--- config.mk ---
export PLATFORM = sky130hd
export DESIGN_NAME = amag_queue
export DESIGN_NICKNAME = d
export VERILOG_FILES = /design/src/hdl/amag_pkg.sv /design/src/hdl/amag_queue.sv
export SDC_FILE = /design/constraint.sdc
export NUM_CORES = 1
export LEC_CHECK = 0
export BUFFER_PORTS_ARGS = -buffer_cell sky130_fd_sc_hd__buf_2
export CAP_MARGIN = 20
export CORE_UTILIZATION = 35
export CTS_CLUSTER_DIAMETER = 80
export DETAILED_ROUTE_END_ITERATION = 7
export SLEW_MARGIN = 20
export SYNTH_ARGS = -nofsm -noshare
export SYNTH_HDL_FRONTEND = slang
export SYNTH_SLANG_ARGS = --single-unit
--- constraint.sdc ---
create_clock -name clk -period 6.09 [get_ports clk]
set_input_delay 0.9135 -clock clk [delete_from_list [all_inputs] [get_ports clk]]
set_output_delay 0.9135 -clock clk [all_outputs]
set_load 0.02 [all_outputs]
--- src/hdl/amag_pkg.sv ---
// ----------------------------------------------------------------------------
// amag_pkg
// Shared types and codes for the multidimensional array address generator.
// ----------------------------------------------------------------------------
package amag_pkg;

  // Request codes as they arrive on the input channel
  typedef enum logic [1:0] {
    RT_HEADER = 2'd0,
    RT_BOUNDS = 2'd1,
    RT_INDEX  = 2'd2
  } req_type_t;

  localparam int QUEUE_DEPTH = 2;
  localparam int QPTR_W      = $clog2(QUEUE_DEPTH);

  localparam int ADDR_W  = 32;
  localparam int ESIZE_W = 16;
  localparam int NDIMS_W = 5;
  localparam int BOUND_W = 16;
  localparam int RANGE_W = 18;   // upper - lower + 1 spans -65534 .. 65536
  localparam int ID_IN_W = 4;
  localparam int DIM_IN_W = 4;

  // One classified item waiting between front and back
  typedef struct packed {
    req_type_t                 kind;
    logic [ID_IN_W-1:0]        id;
    logic [DIM_IN_W-1:0]       dim;
    logic [ADDR_W-1:0]         base;
    logic [ESIZE_W-1:0]        esize;
    logic [NDIMS_W-1:0]        ndims;
    logic [BOUND_W-1:0]        lower;
    logic [RANGE_W-1:0]        rng;
    logic [BOUND_W-1:0]        index;
  } q_entry_t;

  typedef struct packed {
    logic [ADDR_W-1:0]  base;
    logic [ESIZE_W-1:0] esize;
    logic [NDIMS_W-1:0] ndims;
  } desc_t;

  typedef struct packed {
    logic [BOUND_W-1:0] lower;
    logic [RANGE_W-1:0] rng;
  } dim_ent_t;

  typedef enum logic [1:0] {
    BK_IDLE,
    BK_DESC,
    BK_MAC,
    BK_ADDR
  } bk_state_t;

endpackage

--- src/hdl/amag_queue.sv ---
// ----------------------------------------------------------------------------
// amag_queue
// Short FIFO of classified items between the front and back parts.
// ----------------------------------------------------------------------------
module amag_queue
  import amag_pkg::*;
(
  input  logic     clk,
  input  logic     rst_n,
  input  logic     push,
  input  q_entry_t push_data,
  output logic     full,
  input  logic     pop,
  output logic     q_valid,
  output q_entry_t q_data
);

  q_entry_t             slots_r [QUEUE_DEPTH];
  logic [QPTR_W-1:0]    wr_ptr_r, wr_ptr_nxt;
  logic [QPTR_W-1:0]    rd_ptr_r, rd_ptr_nxt;
  logic [QPTR_W:0]      count_r, count_nxt;

  assign full    = (count_r == (QPTR_W+1)'(QUEUE_DEPTH));
  assign q_valid = (count_r != '0);
  assign q_data  = slots_r[rd_ptr_r];

  always_comb begin
    wr_ptr_nxt = push ? wr_ptr_r + 1'b1 : wr_ptr_r;
    rd_ptr_nxt = pop  ? rd_ptr_r + 1'b1 : rd_ptr_r;
    count_nxt  = count_r;
    if (push && !pop) begin
      count_nxt = count_r + 1'b1;
    end else if (pop && !push) begin
      count_nxt = count_r - 1'b1;
    end
  end

  always_ff @(posedge clk) begin
    if (!rst_n) begin
      wr_ptr_r <= '0;
      rd_ptr_r <= '0;
      count_r  <= '0;
    end else begin
      wr_ptr_r <= wr_ptr_nxt;
      rd_ptr_r <= rd_ptr_nxt;
      count_r  <= count_nxt;
    end
  end

  always_ff @(posedge clk) begin
    if (push) begin
      slots_r[wr_ptr_r] <= push_data;
    end
  end

endmodule

==> results_dict.tcl <==
set metrics [dict create \
    first_pass_iters 4 \
    clk-insertion-delay-late_ns 0.50 \
    min_path_type "reg -> reg" \
    cts_resized 0 \
    power_frac_clock 0.398 \
    grt_max_degree 69 \
    final.setup.tns_ns 0 \
    finalNonFillerCells 964 \
    worstPathCellList "buf_4 -> mux2_4 -> buf_2" \
    dp_slack_ns 2.86 \
    post_cts_buffers 0 \
    h-tree-depth 1 \
    grt_pass1_wl_mm 24.0 \
    synthesis.nets 492 \
    seqPwrFrac 0.490 \
    ioPinCount 232 \
    ir_worst_vdd_mv 0.212 \
    finClkSkew_ns 0.00779 \
    finalHoldViolCount 0 \
    period_minus_slack_ns 3.69 \
    slowest_stage "dfxtp_4" \
    combPwrFrac 0.112 \
    antenna_found_initial 0 \
    setup_viol 0 \
    drive_above_1_share 0.611 \
    fin_nets 741 \
    wirelength_mm 15.5 \
    routedWlPerCell_um 16.1 \
    busiest_layer "met2" \
    die_height_um 159 \
    grt_pass1_vias 4558 \
    vias 4263 \
    clk_pin_slew_ns 0.06 \
    clock.fmax_mhz 271 \
    vias_per_cell 4.42 \
    rows 57 \
    critPathMaxStageDelay_ns 1.02 \
    diodes 0 \
    cp.arrival_ns 2.78 \
    intPower_mw 2.99 \
    gp_congestion 0.726 \
    yosys_register_bits 231 \
    grt_overflow 0 \
    die_w_um 159 \
    route.detailed.drc 0 \
    worst_slack_ns 2.40 \
    cts.path.max_buffers 3 \
    root_buffer "clkbuf_16" \
    grt_use_met1 0.141 \
    rsz0062_at_grt "no" \
    initial_core_util 0.356 \
    crit_path_start_kind "flop" \
    grtUsageTotal 0.119 \
    cp.required_ns 5.18 \
    final.period_utilization 0.607 \
    finalPower_mw 3.83 \
    power.leakage_nw 4.26 \
    syn_to_final_growth_pct 26.8 \
    cts_tree "built" \
    end_kind "primary output" \
    crit_type "reg -> out" \
    worstPathMaxFanout 67 \
    cts_sinks 231 \
    ys_types 19 \
    post-route-util 0.452 \
    rrSetupSlack_ns 3.87 \
    die_area_um2 25400 \
    syn_area_um2 8670 \
    avgSynthCellArea_um2 23.2 \
    powerDensity_nw_per_um2 349 \
    use_met3 0.0388 \
    grt_use_met2 0.206 \
    drv_cap 0 \
    final-max-slew-violation-count 0 \
    nFillCells 2140 \
    power_switching_mw 0.841 \
    seq_area_um2 6890 \
    critical-path-top-delay-family "flip-flops" \
    ys_warn_count 0 \
    io_buffers 231 \
    relSlewSlack 0.309 \
    dp_hpwl_mm 10.1 \
    first_iter_violations 109 \
    multiInputGateArea_um2 1660 \
    ant_nets 0 \
    worst_pin_slew_ns 1.04 \
    dp_cells 921 \
    cp_num_buf_inv 2 \
    switching_share 0.219 \
    outcome "finished, final reports clean" \
    synth_seq_area_share 0.795 \
    cts_buffers 24 \
    synth_cells 374 \
    core-area_um2 24300 \
    ctsHoldBuffers 0 \
]
==> cell usage after synthesis <==
cell / n / area share
edfxtp_1: 226 / 0.78
mux2_4: 70 / 0.12
mux2_2: 43 / 0.056
buf_6: 8 / 0.010
dfxtp_1: 5 / 0.012
and2_1: 4 / 0.0029
buf_2: 4 / 0.0023
nor2b_1: 2 / 0.0014
xor2_1: 2 / 0.0020
a21boi_0: 1 / 0.00087
and2b_1: 1 / 0.00087
buf_8: 1 / 0.0017
ha_1: 1 / 0.0014
inv_1: 1 / 0.00043
o21a_1: 1 / 0.00087
o21ai_0: 1 / 0.00058
or2_2: 1 / 0.00072
or3_1: 1 / 0.00072
xnor2_1: 1 / 0.0010
==> sequential cells by signal, indices dropped and copies added (netlist names), named ones only <==
signal,cells
count_r,2
rd_ptr_r,1
slots_r,226
wr_ptr_r,1
==> logic make-up after synthesis <==
| kind of cell | after synthesis | share of synthesized area |
|---|---|---|
| simple gates | 9 | 0.00664 |
| fa+ha+maj | 1 | 0.00144 |
| mux | 113 | 0.177 |
| buf+inv | 14 | 0.0149 |
| compound gates | 3 | 0.00231 |
| xor+xnor | 3 | 0.00303 |
| flops | 231 | 0.795 |
==> through the flow <==
stage	area [um^2]	hold WS, ns
after global routing	11000	0.562
after CTS	11000	0.551
after global placement	10200	0.481
final	11000	0.539
after floorplan	8670	0.469
after detailed placement	10200	0.546
==> worst register-to-register path, stage by stage, from the launching register on <==
cell	delay, ns
dfxtp_1	0.38
and2_4	0.71
buf_4	0.71
==> worst paths after layout <==
path,start,to,depth (start not counted)
max,flop,q_data[73],3
min,count_r[1]$_SDFFE_PN0P_,count_r[1]$_SDFFE_PN0P_,2
max reg2reg,wr_ptr_r$_SDFFE_PN0P_,slots_r[1][80]$_DFFE_PP_,2
min reg2reg,count_r[1]$_SDFFE_PN0P_,count_r[1]$_SDFFE_PN0P_,2
==> power by group through the flow <==
stage | clock, mW | combinational [mW] | sequential [mW]
after floorplan | 0 | 0.309 | 1.89
after global placement | 0 | 0.426 | 1.91
after detailed placement | 0 | 0.435 | 1.91
after CTS | 1.57 | 0.436 | 1.88
after global routing | 1.63 | 0.456 | 1.89
final | 1.53 | 0.428 | 1.88
==> per-layer routing <==
layer	share of wire	routed length [um]
met2	0.49	7660
met1	0.41	6360
met4	0.019	299
met5	0	0
met3	0.078	1220
==> cells in the final DEF (no fill, tap or decap), drive strengths merged <==
| master | count |
|---|---|
| xnor2 | 1 |
| xor2 | 2 |
| ha | 1 |
| bufinv | 5 |
| clkinvlp | 1 |
| clkbuf | 28 |
| buf | 236 |
| dfxtp | 5 |
| a21boi | 1 |
| o21ai | 1 |
| clkinv | 9 |
| nor2b | 2 |
| inv | 1 |
| and2 | 4 |
| o21a | 1 |
| mux2 | 113 |
| edfxtp | 226 |
| or3 | 1 |
| or2 | 1 |
| and2b | 1 |
==> area by class of cell <==
type	instances	area share
clock inverter	15	0.0182
inverter	1	0.000341
multi-input combinational	129	0.151
tap	324	0.0369
sequential	231	0.627
timing repair buffer	236	0.109
clock buffer	28	0.0579
(Power assumes the default switching activity.)
