`src/hdl/amag_pkg.sv`:
```
// ----------------------------------------------------------------------------
// amag_pkg
// Shared types and codes for the multidimensional array address generator.
// ----------------------------------------------------------------------------
package amag_pkg;

  // Request codes as they arrive on the input channel
  typedef enum logic [1:0] {
    RT_HEADER = 2'd0,
    RT_BOUNDS = 2'd1,
    RT_INDEX  = 2'd2
  } req_type_t;

  localparam int QUEUE_DEPTH = 2;
  localparam int QPTR_W      = $clog2(QUEUE_DEPTH);

  localparam int ADDR_W  = 32;
  localparam int ESIZE_W = 16;
  localparam int NDIMS_W = 5;
  localparam int BOUND_W = 16;
  localparam int RANGE_W = 18;   // upper - lower + 1 spans -65534 .. 65536
  localparam int ID_IN_W = 4;
  localparam int DIM_IN_W = 4;

  // One classified item waiting between front and back
  typedef struct packed {
    req_type_t                 kind;
    logic [ID_IN_W-1:0]        id;
    logic [DIM_IN_W-1:0]       dim;
    logic [ADDR_W-1:0]         base;
    logic [ESIZE_W-1:0]        esize;
    logic [NDIMS_W-1:0]        ndims;
    logic [BOUND_W-1:0]        lower;
    logic [RANGE_W-1:0]        rng;
    logic [BOUND_W-1:0]        index;
  } q_entry_t;

  typedef struct packed {
    logic [ADDR_W-1:0]  base;
    logic [ESIZE_W-1:0] esize;
    logic [NDIMS_W-1:0] ndims;
  } desc_t;

  typedef struct packed {
    logic [BOUND_W-1:0] lower;
    logic [RANGE_W-1:0] rng;
  } dim_ent_t;

  typedef enum logic [1:0] {
    BK_IDLE,
    BK_DESC,
    BK_MAC,
    BK_ADDR
  } bk_state_t;

endpackage

```
`src/hdl/amag_ifs.sv`:
```
// ----------------------------------------------------------------------------
// amag channel interfaces
// Valid/ready channels for request items and computed addresses.
// ----------------------------------------------------------------------------
interface amag_in_if;
  logic               valid;
  logic               ready;
  logic [1:0]         req_type;
  logic [3:0]         array_id;
  logic [3:0]         dim_pos;
  logic signed [31:0] base_address;
  logic [15:0]        element_size;
  logic [4:0]         num_dims;
  logic signed [15:0] lower_bound;
  logic signed [15:0] upper_bound;
  logic signed [15:0] index_value;

  modport source (output valid, req_type, array_id, dim_pos, base_address,
                  element_size, num_dims, lower_bound, upper_bound, index_value,
                  input ready);
  modport sink   (input valid, req_type, array_id, dim_pos, base_address,
                  element_size, num_dims, lower_bound, upper_bound, index_value,
                  output ready);
endinterface


```
`src/hdl/amag_front.sv`:
```
// ----------------------------------------------------------------------------
// amag_front
// Accepts request items, drops the ones that do nothing, precomputes ranges.
// ----------------------------------------------------------------------------
module amag_front
  import amag_pkg::*;
#(
  parameter int MAX_ARRAYS = 16,
  parameter int MAX_DIMS   = 16
) (
  amag_in_if.sink   in_chan,
  input  logic      q_full,
  output logic      push,
  output q_entry_t  push_data
);

  logic accept;
  logic id_ok;
  logic dim_ok;
  logic keep;

  assign in_chan.ready = !q_full;
  assign accept        = in_chan.valid && in_chan.ready;

  assign id_ok  = {5'b0, in_chan.array_id} < 9'(MAX_ARRAYS);
  assign dim_ok = {2'b0, in_chan.dim_pos} < 6'(MAX_DIMS);

  // Drop unknown request codes, unknown arrays and bounds beyond the table
  always_comb begin
    unique case (req_type_t'(in_chan.req_type))
      RT_HEADER: keep = id_ok;
      RT_BOUNDS: keep = id_ok && dim_ok;
      RT_INDEX:  keep = id_ok;
      default:   keep = 1'b0;
    endcase
  end

  assign push = accept && keep;

  always_comb begin
    push_data.kind  = req_type_t'(in_chan.req_type);
    push_data.id    = in_chan.array_id;
    push_data.dim   = in_chan.dim_pos;
    push_data.base  = in_chan.base_address;
    push_data.esize = in_chan.element_size;
    push_data.ndims = in_chan.num_dims;
    push_data.lower = in_chan.lower_bound;
    push_data.rng   = {{(RANGE_W-BOUND_W){in_chan.upper_bound[BOUND_W-1]}},
                       in_chan.upper_bound}
                    - {{(RANGE_W-BOUND_W){in_chan.lower_bound[BOUND_W-1]}},
                       in_chan.lower_bound}
                    + RANGE_W'(1);
    push_data.index = in_chan.index_value;
  end

endmodule

```
`src/flat_wrapper.sv`:
```
// flat-port wrapper written by rule: the top's interface ports become plain ports
module amag_front_flat import amag_pkg::*;
#(
  parameter int MAX_ARRAYS = 16,
  parameter int MAX_DIMS   = 16
)
  (q_full, push, push_data, in_chan_valid, in_chan_req_type, in_chan_array_id, in_chan_dim_pos, in_chan_base_address, in_chan_element_size, in_chan_num_dims, in_chan_lower_bound, in_chan_upper_bound, in_chan_index_value, in_chan_ready);
  amag_in_if in_chan_i ();
  input  logic q_full;
  output logic push;
  output q_entry_t push_data;
  input wire logic [$bits(in_chan_i.valid)-1:0] in_chan_valid;
  input wire logic [$bits(in_chan_i.req_type)-1:0] in_chan_req_type;
  input wire logic [$bits(in_chan_i.array_id)-1:0] in_chan_array_id;
  input wire logic [$bits(in_chan_i.dim_pos)-1:0] in_chan_dim_pos;
  input wire logic [$bits(in_chan_i.base_address)-1:0] in_chan_base_address;
  input wire logic [$bits(in_chan_i.element_size)-1:0] in_chan_element_size;
  input wire logic [$bits(in_chan_i.num_dims)-1:0] in_chan_num_dims;
  input wire logic [$bits(in_chan_i.lower_bound)-1:0] in_chan_lower_bound;
  input wire logic [$bits(in_chan_i.upper_bound)-1:0] in_chan_upper_bound;
  input wire logic [$bits(in_chan_i.index_value)-1:0] in_chan_index_value;
  output wire logic [$bits(in_chan_i.ready)-1:0] in_chan_ready;
  assign in_chan_i.valid = in_chan_valid;
  assign in_chan_i.req_type = in_chan_req_type;
  assign in_chan_i.array_id = in_chan_array_id;
  assign in_chan_i.dim_pos = in_chan_dim_pos;
  assign in_chan_i.base_address = in_chan_base_address;
  assign in_chan_i.element_size = in_chan_element_size;
  assign in_chan_i.num_dims = in_chan_num_dims;
  assign in_chan_i.lower_bound = in_chan_lower_bound;
  assign in_chan_i.upper_bound = in_chan_upper_bound;
  assign in_chan_i.index_value = in_chan_index_value;
  assign in_chan_ready = in_chan_i.ready;
  amag_front #(.MAX_ARRAYS(MAX_ARRAYS), .MAX_DIMS(MAX_DIMS)) u_core (.in_chan(in_chan_i), .q_full(q_full), .push(push), .push_data(push_data));
endmodule
```
`config.mk`:
```
export PLATFORM = sky130hd
export DESIGN_NAME = amag_front_flat
export DESIGN_NICKNAME = d
export VERILOG_FILES = /design/src/hdl/amag_pkg.sv /design/src/hdl/amag_ifs.sv /design/src/hdl/amag_front.sv /design/src/flat_wrapper.sv
export SDC_FILE = /design/constraint.sdc
export NUM_CORES = 1
export LEC_CHECK = 0
export BUFFER_PORTS_ARGS = -buffer_cell sky130_fd_sc_hd__buf_4
export CORE_AREA = 2 2 88 90
export DETAILED_ROUTE_END_ITERATION = 8
export DIE_AREA = 0 0 90 92
export PLACE_DENSITY = 0.79
export SETUP_SLACK_MARGIN = 0.2
export SLEW_MARGIN = 5
export SYNTH_ARGS = -nofsm -noshare
export SYNTH_HDL_FRONTEND = slang
export SYNTH_SLANG_ARGS = --single-unit
```
`constraint.sdc`:
```
create_clock -name vclk -period 2.9
set_clock_uncertainty 0.2 [all_clocks]
set_input_delay 0 -clock vclk [all_inputs]
set_output_delay 0 -clock vclk [all_outputs]
set_load 0.01 [all_outputs]
```
==> results of run 1 <==
==> layout make-up <==
class / count / area, um^2
multi-input cells: 169 / 1371
fillers: 762 / 4204
inverters: 25 / 96.34
repair buffers: 188 / 1648
well taps: 102 / 127.6
==> cell usage in the layout (no fill, tap or decap), types with 5 or more instances in the layout <==
cell                            instances
sky130_fd_sc_hd__nor2_1                14
sky130_fd_sc_hd__a21oi_1               11
sky130_fd_sc_hd__nand2_1               15
sky130_fd_sc_hd__nor3_1                 8
sky130_fd_sc_hd__buf_4                 94
sky130_fd_sc_hd__ha_1                  13
sky130_fd_sc_hd__dlygate4sd3_1         93
sky130_fd_sc_hd__xnor2_1               18
sky130_fd_sc_hd__o21ai_0                5
sky130_fd_sc_hd__nand3_1                6
sky130_fd_sc_hd__inv_1                 23
sky130_fd_sc_hd__a21o_1                 5
==> worst max-delay path: stages <==
cell                      delay (ns)
sky130_fd_sc_hd__buf_6          0.10
sky130_fd_sc_hd__inv_4          0.04
sky130_fd_sc_hd__ha_4           0.13
sky130_fd_sc_hd__fa_2           0.21
sky130_fd_sc_hd__nor2b_2        0.05
sky130_fd_sc_hd__o31a_2         0.33
sky130_fd_sc_hd__o41a_4         0.40
sky130_fd_sc_hd__xnor2_4        0.14
sky130_fd_sc_hd__or2_4          0.26
sky130_fd_sc_hd__or4_4          0.54
sky130_fd_sc_hd__nor3_2         0.17
sky130_fd_sc_hd__nor2_1         0.07
sky130_fd_sc_hd__buf_4          0.16
==> routing by layer <==
metal / routed length (um) / vias up / GRT usage (%) / share of wire (%)
met5: 0 / - / 0 / 0
met4: 0 / 0 / 0 / 0
met3: 539 / 0 / 1.643 / 8.5
met2: 3452 / 127 / 27.82 / 54
met1: 2386 / 1001 / 16.21 / 37
li1: - / 1080 / - / -
==> how the worst min path moves through the flow <==
stage | start | to | cells after the start
finish | in_chan_lower_bound[1] | push_data[35] | 2
global route | in_chan_lower_bound[0] | push_data[34] | 2
CTS | in_chan_lower_bound[0] | push_data[34] | 2
detailed placement | in_chan_dim_pos[2] | push_data[105] | 0
global placement | in_chan_dim_pos[2] | push_data[105] | 0
floorplan | q_full | in_chan_ready | 1
==> power breakdown <==
group	leakage, nW	total [mW]	switching (mW)	internal [mW]
combinational	1.49	0.769	0.359	0.410
sequential	0	0	0	0
clock	0	0	0	0
total	1.49	0.769	0.359	0.410
==> logic make-up after synthesis <==
logic type | share of synthesized area (%)
XOR/XNOR | 11.28
AO/OA/AOI/OAI | 18.94
buffers and inverters | 40.05
adder cells (fa/ha/maj) | 11.22
AND/OR/NAND/NOR | 18.52
==> what timing repair did <==
| item | CTS | global route |
|---|---|---|
| pin swaps | 4 | 1 |
| endpoints found under the hold margin | 93 | 0 |
| setup endpoints to repair | 7 | 8 |
| gates resized for setup | 13 | 10 |
| hold buffers | 93 | 0 |
| setup buffers | 1 | 0 |
==> results by stage, run 1 <==
Outcome:
- The flow ran to the end, and the final reports show no timing, DRC or antenna violations.

Power and ir drop:
- Summed over all cells, the static leakage comes to 1.487 nW.
- The total power of the final layout is 768.8 uW.
- The power density normalized to cell area is 237.1 mW/mm^2.
- Across the VDD grid, the largest voltage drop is 0.1628 mV.

Timing:
- For the pin with the worst max-slew slack, the measured transition is 0.5046 ns.
- The portion of the clock cycle consumed by the worst path in the final layout is 96.07%.
- Across all hold checks on the routed design, the worst slack comes to 0.009191 ns.
- The setup-violating endpoint count in the final report is 0.
- The worst path meets setup with 0.1139 ns of slack.
- Setup repair after global routing could not meet its margin everywhere.
- The maximum operating frequency is 358.9 MHz.
- The setup TNS is 0 ns.
- In this run the tightest slew margin relative to its limit is 66.12%.
- The routed design could run at a clock period as short as 2.786 ns.
- The number of pins exceeding their max-slew limit in the final report is 0.
- The total count of hold-check failures in the final report is 0.

Die:
- During I/O placement, the number of pins put on the boundary was 228.
- For this configuration, the core starts out at a cell density of 27.86%.
- The vertical die dimension is 92 um.
- The number of placement rows is 32.
- The floorplan step defined a die boundary enclosing 0.008280 mm^2.
- The area of the placeable core is 0.007447 mm^2.
- The die is 90 um wide.

Routing:
- The routed layout has 2208 vias.
- The via density per instance is 4.562.
- The first detailed-routing pass took 4 iterations.
- The routed design has 6377 um of wire.
- The detailed router finished its first iteration with 92 violations.
- In this run the remaining antenna-violating nets after routing total 0.
- In the final routed layout, each cell accounts on average for 13.18 um.
- The total DRC errors in the routed layout is 0.

Layout:
- The number of diodes added for antenna fixing is 0.
- The final cell area excluding filler cells is 0.003243 mm^2.
- The final core area utilization is 43.55%.
- The post-route netlist has 34.03% of its cells at a drive strength greater than 1.
- The total number of sequential cells is 0.
- The clock buffer count is 0.
- The area taken by flip-flops and latches is 0 um^2.
- The finished layout holds 484 standard cells, fillers aside.
- The area growth from synthesis to layout is 56.33%.
- The final net count is 515.

Setup path:
- The maximum net fanout on the critical path is 4.
- STA classifies the critical path endpoint as an output pin.
- The critical path launch point is in_chan_upper_bound[0].
- The worst setup path is of the in -> out kind.
- The data required time of the worst path is 2.70 ns.
- The endpoint arrival time on the critical path is 2.59 ns.
- The end point of the critical path is push_data[33].
- STA classifies the critical path startpoint as a primary input.

GRT:
- The wire length of the first global-routing pass is 9956 um.
- The via count of the first global-routing pass is 2162.
- The total grt overflow is 0.
- The initial antenna violation count is 0.
- The aggregate global-route resource usage is 13.72%.
- The maximum number of pins on one net before global-route repair is 8.

Placement:
- At the end of routability-driven placement, the weighted congestion stood at 0.8718.
- The number of placed instances with taps included is 390.
- After detailed placement, the total cell area comes to 0.002218 mm^2.
- Buffers placed on the I/O ports in this run total 74.
- Summed over all nets, the half-perimeter wirelength after detailed placement is 4516 um.
- The worst setup timing slack at the placement stage is -0.06050 ns.

Yosys:
- In this run the cell area of the synthesized design comes to 0.002074 mm^2.
- Ranked by instance count, the synthesized netlist is headed by sky130_fd_sc_hd__buf_4, sky130_fd_sc_hd__inv_1, sky130_fd_sc_hd__xnor2_1, sky130_fd_sc_hd__ha_1, sky130_fd_sc_hd__nor2_1.
- The biggest area consumer among synthesized cells is sky130_fd_sc_hd__buf_4.
- The sequential area share after synthesis is 0%.
- During synthesis, Yosys emitted a total of 0 warnings.
- Synthesis handed over a netlist of 292 instances.
- In the post-synthesis netlist, the cell with the most instances is sky130_fd_sc_hd__buf_4.
- The number of distinct standard cells referenced by the synthesized netlist is 55.
- Ranked by total cell area, the synthesized netlist is headed by sky130_fd_sc_hd__buf_4, sky130_fd_sc_hd__ha_1, sky130_fd_sc_hd__xnor2_1.
- Counting every net in the synthesized netlist gives 423.
- The area share of the largest cell type after synthesis is 34.74%.
- Dividing the synthesized area by the synthesized cell count gives 7.104 um^2.

Flow run:
- The max-cap check violation count is 0.

Hold path:
- In this run the worst hold path is classified as in -> out.
No activity file was read; power rests on OpenSTA's default activity.
==> inputs of run 2 (changes only) <==
--- a/config.mk
+++ b/config.mk
@@ -9,7 +9,7 @@
 export CORE_AREA = 2 2 88 90
 export DETAILED_ROUTE_END_ITERATION = 8
 export DIE_AREA = 0 0 90 92
-export PLACE_DENSITY = 0.79
+export PLACE_DENSITY = 0.77
 export SETUP_SLACK_MARGIN = 0.2
 export SLEW_MARGIN = 5
 export SYNTH_ARGS = -nofsm -noshare
==> constraint.sdc (replaced) <==
create_clock -name vclk -period 3.54
set_clock_uncertainty 0.2 [all_clocks]
set_input_delay 0 -clock vclk [all_inputs]
set_output_delay 0 -clock vclk [all_outputs]
set_load 0.005 [all_outputs]
==> run 2 against run 1 <==
Compared with the run above: wire length fell by 3.2%; total power fell by 31%; combinational power fell by 31%; flip-flop and latch count did not move; non-clock buffer count fell by 19; critical endpoint is now push_data[32].
==> results by stage, run 2 (same netlist as run 1, synthesis figures left out) <==
Outcome:
- The run finished with clean final reports.

Layout:
- The final core area utilization was 40.54% (-3.0 points).
- The area taken by flip-flops and latches is 0 um^2 (unchanged).
- The fraction of layout instances using a drive strength above 1 was 26.45% (-7.6 points).
- Leaving out fill and tap cells, the most frequent cells in the layout are sky130_fd_sc_hd__dlygate4sd3_1, sky130_fd_sc_hd__buf_4, sky130_fd_sc_hd__inv_1.
- The area of the multi-input gates came to 0.001294 mm^2 (-5.7%).
- The filler-free cell count of the finished design came to 465 (-3.9%).
- The number of diodes added for antenna fixing is 0 (unchanged).
- From synthesis to final layout, the design area changed by 45.54%.
- The final net count was 496 (-3.7%).
- The total number of sequential cells came to 0 (unchanged).
- The final-layout fill cell count is 761 (-0.13%).
- The clock buffer count is 0 (unchanged).
- Leaving out fill and tap cells, the most frequent cell in the layout is sky130_fd_sc_hd__dlygate4sd3_1.

Timing:
- The number of pins exceeding their max-slew limit in the final report was 0 (unchanged).
- Setup repair after global routing left no endpoint under its margin.
- The total count of hold-check failures in the final report is 0 (unchanged).
- The portion of the clock cycle consumed by the worst path in the final layout is 90.12%.
- Subtracting the final worst setup slack from the clock period gives 3.190 ns.
- The worst hold slack across all endpoints came to 0.006123 ns (-0.003068 ns).
- The worst-case headroom to the max-slew limit came to 62.54% (-3.6 points).
- The slew at the pin closest to its max-slew limit is 0.5561 ns (+0.05147 ns).
- The post-route worst setup slack is 0.3496 ns (+0.2357 ns).
- The setup TNS is 0 ns (unchanged).
- The maximum operating frequency is 313.4 MHz.
- The setup-violating endpoint count in the final report is 0 (unchanged).

Setup path:
- The critical path capture point type is an output pin.
- STA classifies the critical path startpoint as a primary input.
- The endpoint arrival time on the critical path was 2.99 ns (+0.40 ns).
- The kind of cell adding the most delay to the critical path is simple AND/OR/NAND/NOR gates.
- The largest individual stage delay along the critical path comes from the cell sky130_fd_sc_hd__or4_4.
- The maximum net fanout on the critical path was 5 (+1).
- The largest stage delay on the critical path is 0.58 ns (+0.04 ns).
- The data required time of the worst path was 3.34 ns (+0.64 ns).
- The number of buffer and inverter instances along the worst setup path was 4 (+1).
- The critical path goes through dlygate4sd3_1 -> buf_4 -> inv_1 -> ha_1 -> and2_4 -> nand3_2 -> a211o_1 -> a31oi_2 -> xnor2_2 -> or4_4 -> nor3_4 -> xnor2_2 -> buf_4.
- The critical path is of the in -> out type.

Placement:
- The final weighted congestion in routability-driven placement came to 0.9037 (+3.7%).
- The placed wire-length estimate after detailed placement is 4312 um (-4.5%).
- The worst setup timing slack at the placement stage was 0.3723 ns (+0.4328 ns).
- The number of buffers inserted by port buffering is 74 (unchanged).
- The number of placed instances with taps included is 370 (-5.1%).

Routing:
- The first-pass iteration count of the detailed router is 4 (unchanged).
- The detailed router's first-iteration violation count is 63 (-32%).
- The total DRC errors in the routed layout is 0 (unchanged).
- The total wirelength of the detailed-routed design was 6175 um (-3.2%).
- The total via count in the routed design is 2149 (-2.7%).
- The via density per instance was 4.622 (+1.3%).
- The routed length per placed instance is 13.28 um (+0.79%).
- The number of antenna-violating nets in the routed design is 0 (unchanged).

Hold path:
- The min-delay analysis places its worst path in the category in -> out.

Die:
- The vertical die dimension is 92 um (unchanged).
- The starting density of the core is 27.86% (unchanged).
- The floorplan die area is 0.008280 mm^2 (unchanged).
- The count of pins on the block boundary came to 228 (unchanged).
- The die boundary width is 90 um (unchanged).
- The area of the placeable core is 0.007447 mm^2 (unchanged).
- The number of placement rows came to 32 (unchanged).

GRT:
- The via count of the first global-routing pass is 1943 (-10%).
- The maximum number of pins on one net before global-route repair was 10 (+2).
- The initial antenna violation count is 0 (unchanged).
- The wire length of the first global-routing pass is 9473 um (-4.9%).
- The total grt overflow is 0 (unchanged).
- The aggregate global-route resource usage is 13.16% (-0.56 points).

Flow run:
- The max-cap check violation count came to 0 (unchanged).

Power and ir drop:
- The peak supply drop is 0.09672 mV (-41%).
- The leakage power of the design was 1.382 nW (-7.1%).
- The power density normalized to cell area is 174.9 mW/mm^2 (-26%).
-- run 2: per-stage QoR --
| stage | area [um^2] | power (mW) |
|---|---|---|
| final | 3019 | 0.5280 |
| after detailed placement | 2021 | 0.4156 |
| after CTS | 2962 | 0.5124 |
| after global placement | 2021 | 0.4074 |
| after floorplan | 2074 | 0.3344 |
| after global routing | 3019 | 0.5795 |
-- run 2: what timing repair did --
action	4_1_cts	5_1_grt
gates resized for setup	0	9
endpoints found under the setup margin	0	4
endpoints found under the hold margin	94	0
hold buffers	94	0
setup buffers	0	1
-- run 2: final timing paths --
kind	cells past startpoint	endpoint	slack, ns	startpoint
worst min-delay path	2	push_data[35]	0.006	in_chan_lower_bound[1]
worst max-delay path	13	push_data[32]	0.35	in_chan_lower_bound[7]
-- run 2: final cells by class --
type / instances / area share [%]
well taps: 102 / 4.227
inverters: 25 / 3.108
multi-input cells: 169 / 42.85
repair buffers: 169 / 49.81
-- run 2: where the power goes --
group	total, mW	switching (mW)	internal (mW)
registers	0	0	0
clock network	0	0	0
logic	0.528	0.236	0.292
-- run 2: routing by layer --
metal,track usage (%),up-vias,share of wire [%]
met4,0.7692,0,0.58
li1,-,1042,-
met2,27.13,129,56
met5,0,-,0
met3,2.219,4,8.5
met1,14.52,974,35
==> inputs of run 3 (changes only) <==
--- a/config.mk
+++ b/config.mk
@@ -9,7 +9,7 @@
 export CORE_AREA = 2 2 88 90
 export DETAILED_ROUTE_END_ITERATION = 8
 export DIE_AREA = 0 0 90 92
-export PLACE_DENSITY = 0.77
+export PLACE_DENSITY = 0.75
 export SETUP_SLACK_MARGIN = 0.2
 export SLEW_MARGIN = 5
 export SYNTH_ARGS = -nofsm -noshare
==> run 3 against run 2 <==
Compared with the run above: worst hold slack got worse by 0.0030 ns; critical path depth unchanged; via count decreased by 0.70%; total power decreased by 0.35%; count of clock-buffer cells in the layout unchanged; maximum frequency decreased by 0.22%; wire length decreased by 2.1%; cell count increased by 0.22%; die area unchanged; first-iteration DRC count unchanged; critical path type unchanged.
==> results by stage, run 3 (same netlist as run 1, synthesis figures left out) <==
Outcome:
- The flow ran to the end, and the final reports show no timing, DRC or antenna violations.

Layout:
- The area taken by flip-flops and latches is 0 um^2 (unchanged).
- The final core area utilization came to 40.56% (about the same).
- The clock buffer count is 0 (unchanged).
- The final net count is 497 (+0.20%).
- The most common cell after layout, fill and taps aside is sky130_fd_sc_hd__dlygate4sd3_1.
- The filler-free cell count of the finished design was 466 (+0.22%).
- The final-layout fill cell count came to 787 (+3.4%).
- The growth of design area from synthesis to finish is 45.60% (about the same).
- The total number of sequential cells came to 0 (unchanged).
- The area of the multi-input gates is 0.001287 mm^2 (-0.48%).
- The number of diodes added for antenna fixing is 0 (unchanged).
- Leaving out fill and tap cells, the most frequent cells in the layout are sky130_fd_sc_hd__dlygate4sd3_1, sky130_fd_sc_hd__buf_4, sky130_fd_sc_hd__inv_1.
- The fraction of layout instances using a drive strength above 1 is 26.65% (+0.20 points).

Timing:
- The worst hold slack across all endpoints is 0.003078 ns (-0.003046 ns).
- The post-route worst setup slack is 0.3424 ns (-0.007162 ns).
- The portion of the clock cycle consumed by the worst path in the final layout was 90.33% (+0.20 points).
- The worst-case headroom to the max-slew limit is 67.98% (+5.4 points).
- The setup TNS came to 0 ns (unchanged).
- The minimum clock period was 3.198 ns (+0.007162 ns).
- Setup repair after global routing left no endpoint under its margin.
- The slew at the pin closest to its max-slew limit is 0.4769 ns (-0.07912 ns).
- The total count of hold-check failures in the final report is 0 (unchanged).
- The setup-violating endpoint count in the final report is 0 (unchanged).
- The maximum operating frequency is 312.7 MHz (-0.22%).
- The number of pins exceeding their max-slew limit in the final report came to 0 (unchanged).

Flow run:
- The max-cap check violation count was 0 (unchanged).

Setup path:
- STA classifies the critical path startpoint as a primary input.
- The endpoint arrival time on the critical path was 3.00 ns (about the same).
- The data required time of the worst path is 3.34 ns (about the same).
- The maximum net fanout on the critical path came to 6 (+1).
- By startpoint and endpoint, the worst setup path is classified as in -> out.
- The worst setup path is captured at an output pin.

Routing:
- The number of antenna-violating nets in the routed design is 0 (unchanged).
- The total wirelength of the detailed-routed design came to 6044 um (-2.1%).
- The routed length per placed instance is 12.97 um (-2.3%).
- The first-pass iteration count of the detailed router came to 4 (unchanged).
- The total DRC errors in the routed layout is 0 (unchanged).
- The detailed router's first-iteration violation count was 63 (unchanged).
- The via density per instance is 4.579 (-0.91%).
- The total via count in the routed design is 2134 (-0.70%).

Die:
- The floorplan die area is 0.008280 mm^2 (unchanged).
- The number of placement rows is 32 (unchanged).
- The area of the placeable core was 0.007447 mm^2 (unchanged).
- The vertical die dimension came to 92 um (unchanged).
- The die boundary width is 90 um (unchanged).
- The starting density of the core is 27.86% (unchanged).
- The count of pins on the block boundary is 228 (unchanged).

GRT:
- The maximum number of pins on one net before global-route repair was 10 (unchanged).
- The wire length of the first global-routing pass is 9549 um (+0.80%).
- The via count of the first global-routing pass is 2039 (+4.9%).
- The initial antenna violation count is 0 (unchanged).
- The total grt overflow is 0 (unchanged).
- The aggregate global-route resource usage is 13.33% (+0.17 points).

Placement:
- The number of placed instances with taps included is 371 (+0.27%).
- The final weighted congestion in routability-driven placement was 0.8321 (-7.9%).
- The worst setup timing slack at the placement stage is 0.3801 ns (+0.007767 ns).
- The number of buffers inserted by port buffering was 74 (unchanged).
- The placed wire-length estimate after detailed placement is 4329 um (+0.40%).

Power and ir drop:
- The part of the total power dissipated in combinational logic is 100.0% (about the same).
- The peak supply drop came to 0.09886 mV (+2.2%).
- The internal power component is 292.7 uW (+0.17%).
- The switching power of the nets is 233.5 uW (-1.0%).
- The sequential fraction of design power is 0% (unchanged).
- The leakage power of the design came to 1.379 nW (-0.19%).
- The part of the total power dissipated in the clock network was 0% (unchanged).
- The switching part of the total is 44.37% (-0.29 points).
- The power density normalized to cell area is 174.2 mW/mm^2 (-0.40%).

Hold path:
- The worst hold path belongs to the class in -> out.
- The worst hold path depth was 2 (unchanged).
run 3: path summary, 6_finish.rpt:
path	from	end
max	in_chan_lower_bound[6]	push_data[31]
min	in_chan_lower_bound[1]	push_data[35]
run 3: power by group through the flow:
stage | Sequential [mW] | Combinational [mW] | Clock, mW
6_report | 0 | 0.526 | 0
5_1_grt | 0 | 0.583 | 0
4_1_cts | 0 | 0.517 | 0
3_5_place_dp | 0 | 0.421 | 0
3_3_place_gp | 0 | 0.415 | 0
2_1_floorplan | 0 | 0.334 | 0
run 3: per-stage QoR:
stage          power, mW  cell area, um^2
5_1_grt           0.5834             3020
6_report          0.5261             3020
4_1_cts           0.5172             2969
2_1_floorplan     0.3344             2074
3_3_place_gp      0.4153             2028
3_5_place_dp      0.4208             2028
run 3: area by class of cell:
| class | instances | area share (%) |
|---|---|---|
| multi-input cells | 169 | 42.63 |
| repair buffers | 170 | 50.04 |
| well taps | 102 | 4.225 |
| inverters | 25 | 3.107 |
run 3: worst max-delay path, stage by stage:
cell and delay (ns):
sky130_fd_sc_hd__dlygate4sd3_1 0.54, sky130_fd_sc_hd__buf_4 0.14, sky130_fd_sc_hd__inv_1 0.06, sky130_fd_sc_hd__ha_2 0.30
sky130_fd_sc_hd__a21o_1 0.20, sky130_fd_sc_hd__a221o_2 0.34, sky130_fd_sc_hd__nand2_2 0.09, sky130_fd_sc_hd__o211ai_1 0.13
sky130_fd_sc_hd__or2_4 0.29, sky130_fd_sc_hd__or4_4 0.51, sky130_fd_sc_hd__nor2_1 0.13, sky130_fd_sc_hd__xnor2_1 0.13
sky130_fd_sc_hd__buf_4 0.13
run 3: timing repair:
item	CTS	global route
setup endpoints to repair	0	4
hold endpoints to repair	94	0
hold buffers	94	0
setup buffers	0	1
gates resized for setup	0	10
run 3: layer usage:
metal / global-route usage, % / wire [um] / vias to the layer above
met2: 28.45 / 3354 / 124
met4: 0 / 0 / 0
met3: 1.972 / 527 / 0
li1: - / - / 1051
met1: 14.41 / 2163 / 959
met5: 0 / 0 / -
